### src/hw/rtl/mbpa_pkg.sv
`default_nettype none
package mbpa_pkg;

    localparam int DEF_MAX_REGION_COUNT = 16;
    localparam int DEF_PAGE_BYTES       = 4096;

    localparam int ADDR_W = 32;

    localparam logic [31:0] LOW_LIMIT_RESET = 32'h0010_0000;
    localparam logic [31:0] USABLE_RAM_TYPE = 32'd1;

    localparam logic [1:0] KIND_ADD   = 2'd0;
    localparam logic [1:0] KIND_PAGE  = 2'd1;
    localparam logic [1:0] KIND_BYTES = 2'd2;

    typedef enum logic [1:0] {
        ST_ALLOCATED = 2'd0,
        ST_ADDED     = 2'd1,
        ST_IGNORED   = 2'd2,
        ST_NO_MEMORY = 2'd3
    } status_t;

endpackage
`default_nettype wire

### src/hw/rtl/mbpa_region_mem.sv
`default_nettype none
module mbpa_region_mem #(
    parameter int DEPTH = 16,
    parameter int AW    = 4,
    parameter int DW    = 85
) (
    input  wire logic          aclk,
    input  wire logic          wr_en,
    input  wire logic [AW-1:0] wr_addr,
    input  wire logic [DW-1:0] wr_data,
    input  wire logic [AW-1:0] rd_addr,
    output logic      [DW-1:0] rd_data_reg
);

    logic [DW-1:0] mem [DEPTH];

    always_ff @(posedge aclk) begin
        if (wr_en) begin
            mem[wr_addr] <= wr_data;
        end
        rd_data_reg <= mem[rd_addr];
    end

endmodule
`default_nettype wire

### src/hw/rtl/mbpa_ctrl.sv
`default_nettype none
module mbpa_ctrl #(
    parameter int MAX_REGION_COUNT = 16,
    parameter int PAGE_BYTES       = 4096
) (
    input  wire logic                    aclk,
    input  wire logic                    aresetn,
    input  wire logic [31:0]             low_limit,
    input  wire logic                    s_tvalid,
    output logic                         s_tready,
    input  wire logic [127:0]            s_tdata,
    input  wire logic [1:0]              s_tuser,
    output logic                         m_tvalid,
    input  wire logic                    m_tready,
    output logic [31:0]                  m_tdata,
    output mbpa_pkg::status_t            m_tuser
);
    import mbpa_pkg::*;

    localparam int PAGE_SHIFT = $clog2(PAGE_BYTES);
    localparam int USED_W     = 33 - PAGE_SHIFT;
    localparam int IDX_W      = (MAX_REGION_COUNT > 1) ? $clog2(MAX_REGION_COUNT) : 1;
    localparam int CNT_W      = $clog2(MAX_REGION_COUNT + 1);
    localparam int DW         = 2 * ADDR_W + USED_W;

    typedef enum logic [2:0] {
        S_IDLE = 3'b001,
        S_SCAN = 3'b010,
        S_RESP = 3'b100
    } state_t;

    state_t             state_reg, state_next;
    logic [IDX_W-1:0]   idx_reg, idx_next;
    logic [CNT_W-1:0]   count_reg, count_next;
    logic [USED_W-1:0]  pages_reg, pages_next;
    status_t            res_status_reg, res_status_next;
    logic [31:0]        res_addr_reg, res_addr_next;
    logic               m_tvalid_reg, m_tvalid_next;
    status_t            m_tuser_reg, m_tuser_next;
    logic [31:0]        m_tdata_reg, m_tdata_next;

    logic               wr_en;
    logic [IDX_W-1:0]   wr_addr;
    logic [DW-1:0]      wr_data;
    logic [DW-1:0]      rd_data;

    logic [31:0]        in_type, in_base, in_len, in_req;
    logic [32:0]        req_round;
    logic [USED_W-1:0]  req_pages;
    logic               add_ok;

    logic [31:0]        rg_start, rg_size;
    logic [USED_W-1:0]  rg_used;
    logic [USED_W:0]    fit_sum;
    logic               fits;
    logic               idx_last;
    logic               out_free;
    logic               accept;

    assign in_type = s_tdata[31:0];
    assign in_base = s_tdata[63:32];
    assign in_len  = s_tdata[95:64];
    assign in_req  = s_tdata[127:96];

    assign req_round = {1'b0, in_req} + 33'(PAGE_BYTES - 1);
    assign req_pages = USED_W'(req_round >> PAGE_SHIFT);
    assign add_ok    = (in_type == USABLE_RAM_TYPE) && (in_base >= low_limit)
                       && (count_reg < CNT_W'(MAX_REGION_COUNT));

    assign rg_start = rd_data[31:0];
    assign rg_size  = rd_data[63:32];
    assign rg_used  = rd_data[64 +: USED_W];
    assign fit_sum  = {1'b0, rg_used} + {1'b0, pages_reg};
    assign fits     = 32'(fit_sum) <= (rg_size >> PAGE_SHIFT);
    assign idx_last = (CNT_W'(idx_reg) + CNT_W'(1)) == count_reg;

    assign s_tready = (state_reg == S_IDLE);
    assign accept   = s_tvalid && s_tready;
    assign out_free = !m_tvalid_reg || m_tready;

    assign m_tvalid = m_tvalid_reg;
    assign m_tdata  = m_tdata_reg;
    assign m_tuser  = m_tuser_reg;

    mbpa_region_mem #(
        .DEPTH (MAX_REGION_COUNT),
        .AW    (IDX_W),
        .DW    (DW)
    ) u_mem (
        .aclk        (aclk),
        .wr_en       (wr_en),
        .wr_addr     (wr_addr),
        .wr_data     (wr_data),
        .rd_addr     (idx_next),
        .rd_data_reg (rd_data)
    );

    always_comb begin
        state_next      = state_reg;
        idx_next        = idx_reg;
        count_next      = count_reg;
        pages_next      = pages_reg;
        res_status_next = res_status_reg;
        res_addr_next   = res_addr_reg;
        m_tvalid_next   = m_tvalid_reg && !m_tready;
        m_tuser_next    = m_tuser_reg;
        m_tdata_next    = m_tdata_reg;
        wr_en           = 1'b0;
        wr_addr         = idx_reg;
        wr_data         = {USED_W'(fit_sum), rg_size, rg_start};

        case (state_reg)
            S_IDLE: begin
                if (accept) begin
                    res_addr_next   = '0;
                    res_status_next = ST_IGNORED;
                    idx_next        = '0;
                    state_next      = S_RESP;
                    case (s_tuser)
                        KIND_ADD: begin
                            if (add_ok) begin
                                wr_en           = 1'b1;
                                wr_addr         = IDX_W'(count_reg);
                                wr_data         = {USED_W'(0), in_len, in_base};
                                count_next      = count_reg + CNT_W'(1);
                                res_status_next = ST_ADDED;
                            end
                        end
                        KIND_PAGE, KIND_BYTES: begin
                            pages_next = (s_tuser == KIND_PAGE) ? USED_W'(1) : req_pages;
                            if (count_reg == '0) begin
                                res_status_next = ST_NO_MEMORY;
                            end else begin
                                state_next = S_SCAN;
                            end
                        end
                        default: begin
                            res_status_next = ST_IGNORED;
                        end
                    endcase
                end
            end
            S_SCAN: begin
                if (fits) begin
                    wr_en           = 1'b1;
                    res_status_next = ST_ALLOCATED;
                    res_addr_next   = rg_start + 32'({rg_used, {PAGE_SHIFT{1'b0}}});
                    state_next      = S_RESP;
                end else if (idx_last) begin
                    res_status_next = ST_NO_MEMORY;
                    state_next      = S_RESP;
                end else begin
                    idx_next = idx_reg + IDX_W'(1);
                end
            end
            S_RESP: begin
                if (out_free) begin
                    m_tvalid_next = 1'b1;
                    m_tuser_next  = res_status_reg;
                    m_tdata_next  = res_addr_reg;
                    state_next    = S_IDLE;
                end
            end
            default: begin
                state_next = S_IDLE;
            end
        endcase
    end

    always_ff @(posedge aclk) begin
        if (!aresetn) begin
            state_reg    <= S_IDLE;
            count_reg    <= '0;
            idx_reg      <= '0;
            m_tvalid_reg <= 1'b0;
        end else begin
            state_reg    <= state_next;
            count_reg    <= count_next;
            idx_reg      <= idx_next;
            m_tvalid_reg <= m_tvalid_next;
        end
        pages_reg      <= pages_next;
        res_status_reg <= res_status_next;
        res_addr_reg   <= res_addr_next;
        m_tuser_reg    <= m_tuser_next;
        m_tdata_reg    <= m_tdata_next;
    end

endmodule
`default_nettype wire

### src/hw/rtl/multi_region_bump_page_allocator.sv
`default_nettype none
// Channel | Dir | Handshake          | Payload
// s_      | in  | s_tvalid/s_tready  | tdata: entry_type, region_base, region_length,
//         |     |                    |        request_size; tuser: kind
// m_      | out | m_tvalid/m_tready  | tdata: address; tuser: status
// cfg_    | in  | cfg_valid/cfg_ready| cfg_data: low_memory_limit
//
// Add and ignored requests go from S_IDLE to S_RESP, where the result enters the output
// register once it is free; the next request is taken back in S_IDLE. Allocate requests on a
// non-empty table first scan it first-fit in S_SCAN (at most MAX_REGION_COUNT regions, one
// region table read per cycle), then pass through S_RESP. One request is in flight at a time.
// Synchronous active-low reset empties the table; no clearing pass is needed.
// A waiting result sits in the output register while the next request enters;
// the following result waits until that register is taken.
module multi_region_bump_page_allocator #(
    parameter int MAX_REGION_COUNT = mbpa_pkg::DEF_MAX_REGION_COUNT,
    parameter int PAGE_BYTES       = mbpa_pkg::DEF_PAGE_BYTES
) (
    input  wire logic          aclk,
    input  wire logic          aresetn,
    input  wire logic          s_tvalid,
    output logic               s_tready,
    input  wire logic [127:0]  s_tdata,   // [31:0] entry_type, [63:32] region_base,
                                          // [95:64] region_length, [127:96] request_size
    input  wire logic [1:0]    s_tuser,   // [1:0] kind
    output logic               m_tvalid,
    input  wire logic          m_tready,
    output logic [31:0]        m_tdata,   // [31:0] address
    output mbpa_pkg::status_t  m_tuser,   // [1:0] status
    input  wire logic          cfg_valid,
    output logic               cfg_ready,
    input  wire logic [31:0]   cfg_data   // [31:0] low_memory_limit
);
    import mbpa_pkg::*;

    logic [31:0] low_limit_reg, low_limit_next;

    assign cfg_ready      = 1'b1;
    assign low_limit_next = (cfg_valid && cfg_ready) ? cfg_data : low_limit_reg;

    always_ff @(posedge aclk) begin
        if (!aresetn) begin
            low_limit_reg <= LOW_LIMIT_RESET;
        end else begin
            low_limit_reg <= low_limit_next;
        end
    end

    mbpa_ctrl #(
        .MAX_REGION_COUNT (MAX_REGION_COUNT),
        .PAGE_BYTES       (PAGE_BYTES)
    ) u_ctrl (
        .aclk      (aclk),
        .aresetn   (aresetn),
        .low_limit (low_limit_reg),
        .s_tvalid  (s_tvalid),
        .s_tready  (s_tready),
        .s_tdata   (s_tdata),
        .s_tuser   (s_tuser),
        .m_tvalid  (m_tvalid),
        .m_tready  (m_tready),
        .m_tdata   (m_tdata),
        .m_tuser   (m_tuser)
    );

    a_one_in_flight: assert property (@(posedge aclk) disable iff (!aresetn)
        s_tvalid && s_tready |=> !s_tready)
        else $error("request accepted while another is in progress");

    a_zero_addr_unless_alloc: assert property (@(posedge aclk) disable iff (!aresetn)
        m_tvalid && (m_tuser != ST_ALLOCATED) |-> (m_tdata == 32'd0))
        else $error("non-allocation result carries an address");

    a_reset_clears: assert property (@(posedge aclk)
        !aresetn |=> !m_tvalid && s_tready && (low_limit_reg == LOW_LIMIT_RESET))
        else $error("reset state wrong");

endmodule
`default_nettype wire

### config.mk
export PLATFORM = sky130hd
export DESIGN_NAME = multi_region_bump_page_allocator
export DESIGN_NICKNAME = d
export VERILOG_FILES = /design/src/hw/rtl/mbpa_pkg.sv /design/src/hw/rtl/mbpa_region_mem.sv /design/src/hw/rtl/mbpa_ctrl.sv /design/src/hw/rtl/multi_region_bump_page_allocator.sv
export SDC_FILE = /design/constraint.sdc
export NUM_CORES = 2
export LEC_CHECK = 0
export BUFFER_PORTS_ARGS = -buffer_cell sky130_fd_sc_hd__buf_2
export CORE_MARGIN = 3
export CORE_UTILIZATION = 54
export CTS_CLUSTER_DIAMETER = 100
export CTS_CLUSTER_SIZE = 8
export DETAILED_ROUTE_END_ITERATION = 10
export PLACE_DENSITY_LB_ADDON = 0.05
export SYNTH_ARGS = -nofsm -noshare
export SYNTH_HDL_FRONTEND = slang
export SYNTH_HIERARCHICAL = 1
export SYNTH_SLANG_ARGS = --single-unit
### constraint.sdc
create_clock -name aclk -period 21.2 [get_ports aclk]
set_input_delay 2.12 -clock aclk [delete_from_list [all_inputs] [get_ports aclk]]
set_output_delay 2.12 -clock aclk [all_outputs]
set_load 0.01 [all_outputs]
==> qor.yml <==
status:
  status: "completed"
timing:
  clock.fmax_ghz: 0.1128
  period_share: 0.4184
  worstMarginPinSlew_ns: 1.242
  finClkSkew_ns: 0.02384
  setup_viol: 0
  fin_setup_tns_ns: 0
  final.setup.worst_slack_ns: 12.33
  rsz0062_at_grt: "no"
  hold_violations: 0
  layout_min_cycle_time_ns: 8.869
  slew-limit-headroom: 0.1721
  final-max-slew-violation-count: 0
routing:
  drt_iter0_drc: 2716
  ant_nets: 0
  first_pass_iters: 8
  vias: 28420
  routed_wirelength_mm: 134.4
  route.detailed.drc: 0
  wl_per_cell_um: 28.82
  vias_per_cell: 6.095
cts:
  cts_setup_buffers: 0
  htreeDepth: 4
  cts_tree: "done"
  cts_buffer_depth: 3
  cts.sinks: 1375
  cts.hold.buffers_added: 0
  cts_made_buffers: 189
  clk_pin_slew_ns: 0.05
  clockRootBuffer: "clkbuf_16"
  clk_latency_ns: 0.77
  cts_resized: 0
synth:
  synthCells: 2857
  syn_area_um2: 54810
  syn_nets: 3124
  syn_avg_cell_area_um2: 19.19
  yosys_warnings: 6
floorplan:
  start_util: 0.5457
  die_h_um: 324.6
  die_area_um2: 105400
  io-pin-count: 204
  row_count: 116
  die_width_um: 324.6
  core_area_um2: 100400
power:
  power_density_nw_per_um2: 93.21
  p_leak_nw: 20.66
  ir_drop_uv: 66.06
cells_and_area:
  nNetsFinal: 3422
  drive_gt1_frac: 0.2520
  fin_util: 0.6247
  largest_register_ffs: 1168
  syn2layout_area_growth_pct: 14.47
grt:
  grt_util_met1: 0.3627
  grt-ovfl-total: 0
  grt_use_total: 0.2562
  grt_pass1_wl_mm: 196.8
  antenna_found_initial: 3
  gr-usage-met3: 0.04302
  busiest_layer: "met2"
  grt_pass1_vias: 29450
  grtUsageMet2: 0.4165
  grt_start_max_net_pins: 142
worst_hold_path:
  hold_start: "u_ctrl/res_addr_reg[29]$_SDFFCE_PN0P_"
  hold_class: "reg2reg"
  worstHoldPathCells: 0
  min_to: "u_ctrl/m_tdata[29]$_DFFE_PP_"
worst_setup_path:
  setup.worst_path.end_class: "flip-flop"
  reg2reg_from: "u_ctrl/u_mem/rd_data_reg[64]$_DFF_P_"
  r2r-end: "u_ctrl/u_mem/mem[3][52]$_DFFE_PP_"
  critPathKind: "reg2reg"
  worstPathCellList: "ha_1, inv_1, fa_1, nor2b_1, o31a_1, o21ai_2, o21ai_2, a21o_1, a21o_1, a21oi_1, xnor2_1, ha_1, and4_1, nand3_1, nor4_1, o21ai_0, or4_1, nand2_1, or3b_2, nor2_4, buf_4, buf_4"
  rr_worst_depth: 22
  worst_path_max_delay_cell: "nor2_4"
  startpoint_type: "flip-flop"
  cp_top_family: "simple AND/OR/NAND/NOR gates"
  cp.buffers_inverters: 3
  cp.depth: 22
  slowest_delay_ns: 0.91
  cp_max_fo: 31
  r2r_setup_slack_ns: 12.33
  crit_arrival_ns: 9.25
  critPathRequiredTime_ns: 21.58
job:
  drv_cap: 0
place:
  dp_slack_ns: 12.35
  portBuffers: 190
  dpl.hpwl_mm: 75.02
  gp_congestion: 0.8744
-- where the power goes --
group | switching, mW | total, mW | leakage [nW] | internal (mW)
sequential | 0.00512 | 2.97 | 12.3 | 2.96
combinational | 0.0759 | 0.117 | 5.74 | 0.0412
clock | 1.08 | 2.77 | 2.60 | 1.68
-- cells in the final DEF, fill, tap and decap left out, drive strengths merged, types with 5 or more instances in the layout --
cell	n
a211oi	7
a21o	17
a21oi	54
a22oi	147
a31oi	5
and2	28
and3	21
buf	245
clkbuf	327
clkinv	5
dfxtp	118
edfxtp	1257
ha	98
inv	89
mux2	56
mux2i	40
mux4	292
nand2	138
nand2b	15
nand3	17
nand3b	6
nand4	17
nor2	82
nor2b	43
nor3	16
nor4	11
o21ai	40
o21bai	6
xnor2	38
xor2	19
-- how the worst max path moves through the flow --
stage | startpoint | to | slack [ns]
after global routing | u_ctrl/pages_reg[6]$_SDFFCE_PN0P_ | u_ctrl/u_mem/rd_data_reg[60]$_DFF_P_ | 11.86
final | u_ctrl/u_mem/rd_data_reg[64]$_DFF_P_ | u_ctrl/u_mem/mem[3][52]$_DFFE_PP_ | 12.33
after detailed placement | s_tdata[59] | u_ctrl/u_mem/mem[3][14]$_DFFE_PP_ | 12.35
after global placement | s_tdata[59] | u_ctrl/u_mem/mem[3][17]$_DFFE_PP_ | 12.37
after CTS | u_ctrl/pages_reg[5]$_SDFFCE_PN0P_ | u_ctrl/u_mem/mem[3][17]$_DFFE_PP_ | 12.40
after floorplan | s_tdata[63] | u_ctrl/u_mem/mem[0][0]$_DFFE_PP_ | 10.97
-- routing by layer --
metal	up-vias	routed length, um
met5	-	13
met4	2	3150
met3	220	9250
met2	1147	65640
met1	14880	56320
li1	12170	-
-- worst register-to-register path: stages (launching register included) --
cell	delay (ns)
dfxtp_1	0.42
ha_1	0.24
inv_1	0.07
fa_1	0.40
nor2b_1	0.18
o31a_1	0.23
o21ai_2	0.17
o21ai_2	0.34
a21o_1	0.20
a21o_1	0.13
a21oi_1	0.08
xnor2_1	0.42
ha_1	0.21
and4_1	0.19
nand3_1	0.22
nor4_1	0.78
o21ai_0	0.53
or4_1	0.73
nand2_1	0.18
or3b_2	0.60
nor2_4	0.91
buf_4	0.60
buf_4	0.65
-- metrics by stage --
stage	power (mW)	instances	cell area, um^2	hold slack (ns)
after floorplan	3.082	2857	54810	0.4003
after global placement	3.128	4321	57260	0.4037
after detailed placement	3.134	4321	57260	0.4045
after CTS	5.903	4659	62740	0.4147
after global routing	6.032	4660	62740	0.4195
final	5.848	4662	62740	0.4159
-- area by class of cell --
| cell class | count | area, um^2 |
|---|---|---|
| antenna | 3 | 7.507 |
| tap | 1357 | 1698 |
| timing repair buffer | 245 | 1401 |
| clock buffer | 327 | 5311 |
| clock inverter | 11 | 167.7 |
| fill | 7092 | 37690 |
| sequential | 1375 | 40110 |
| multi-input combinational | 1261 | 13740 |
| inverter | 83 | 311.5 |
(Power assumes the default switching activity.)
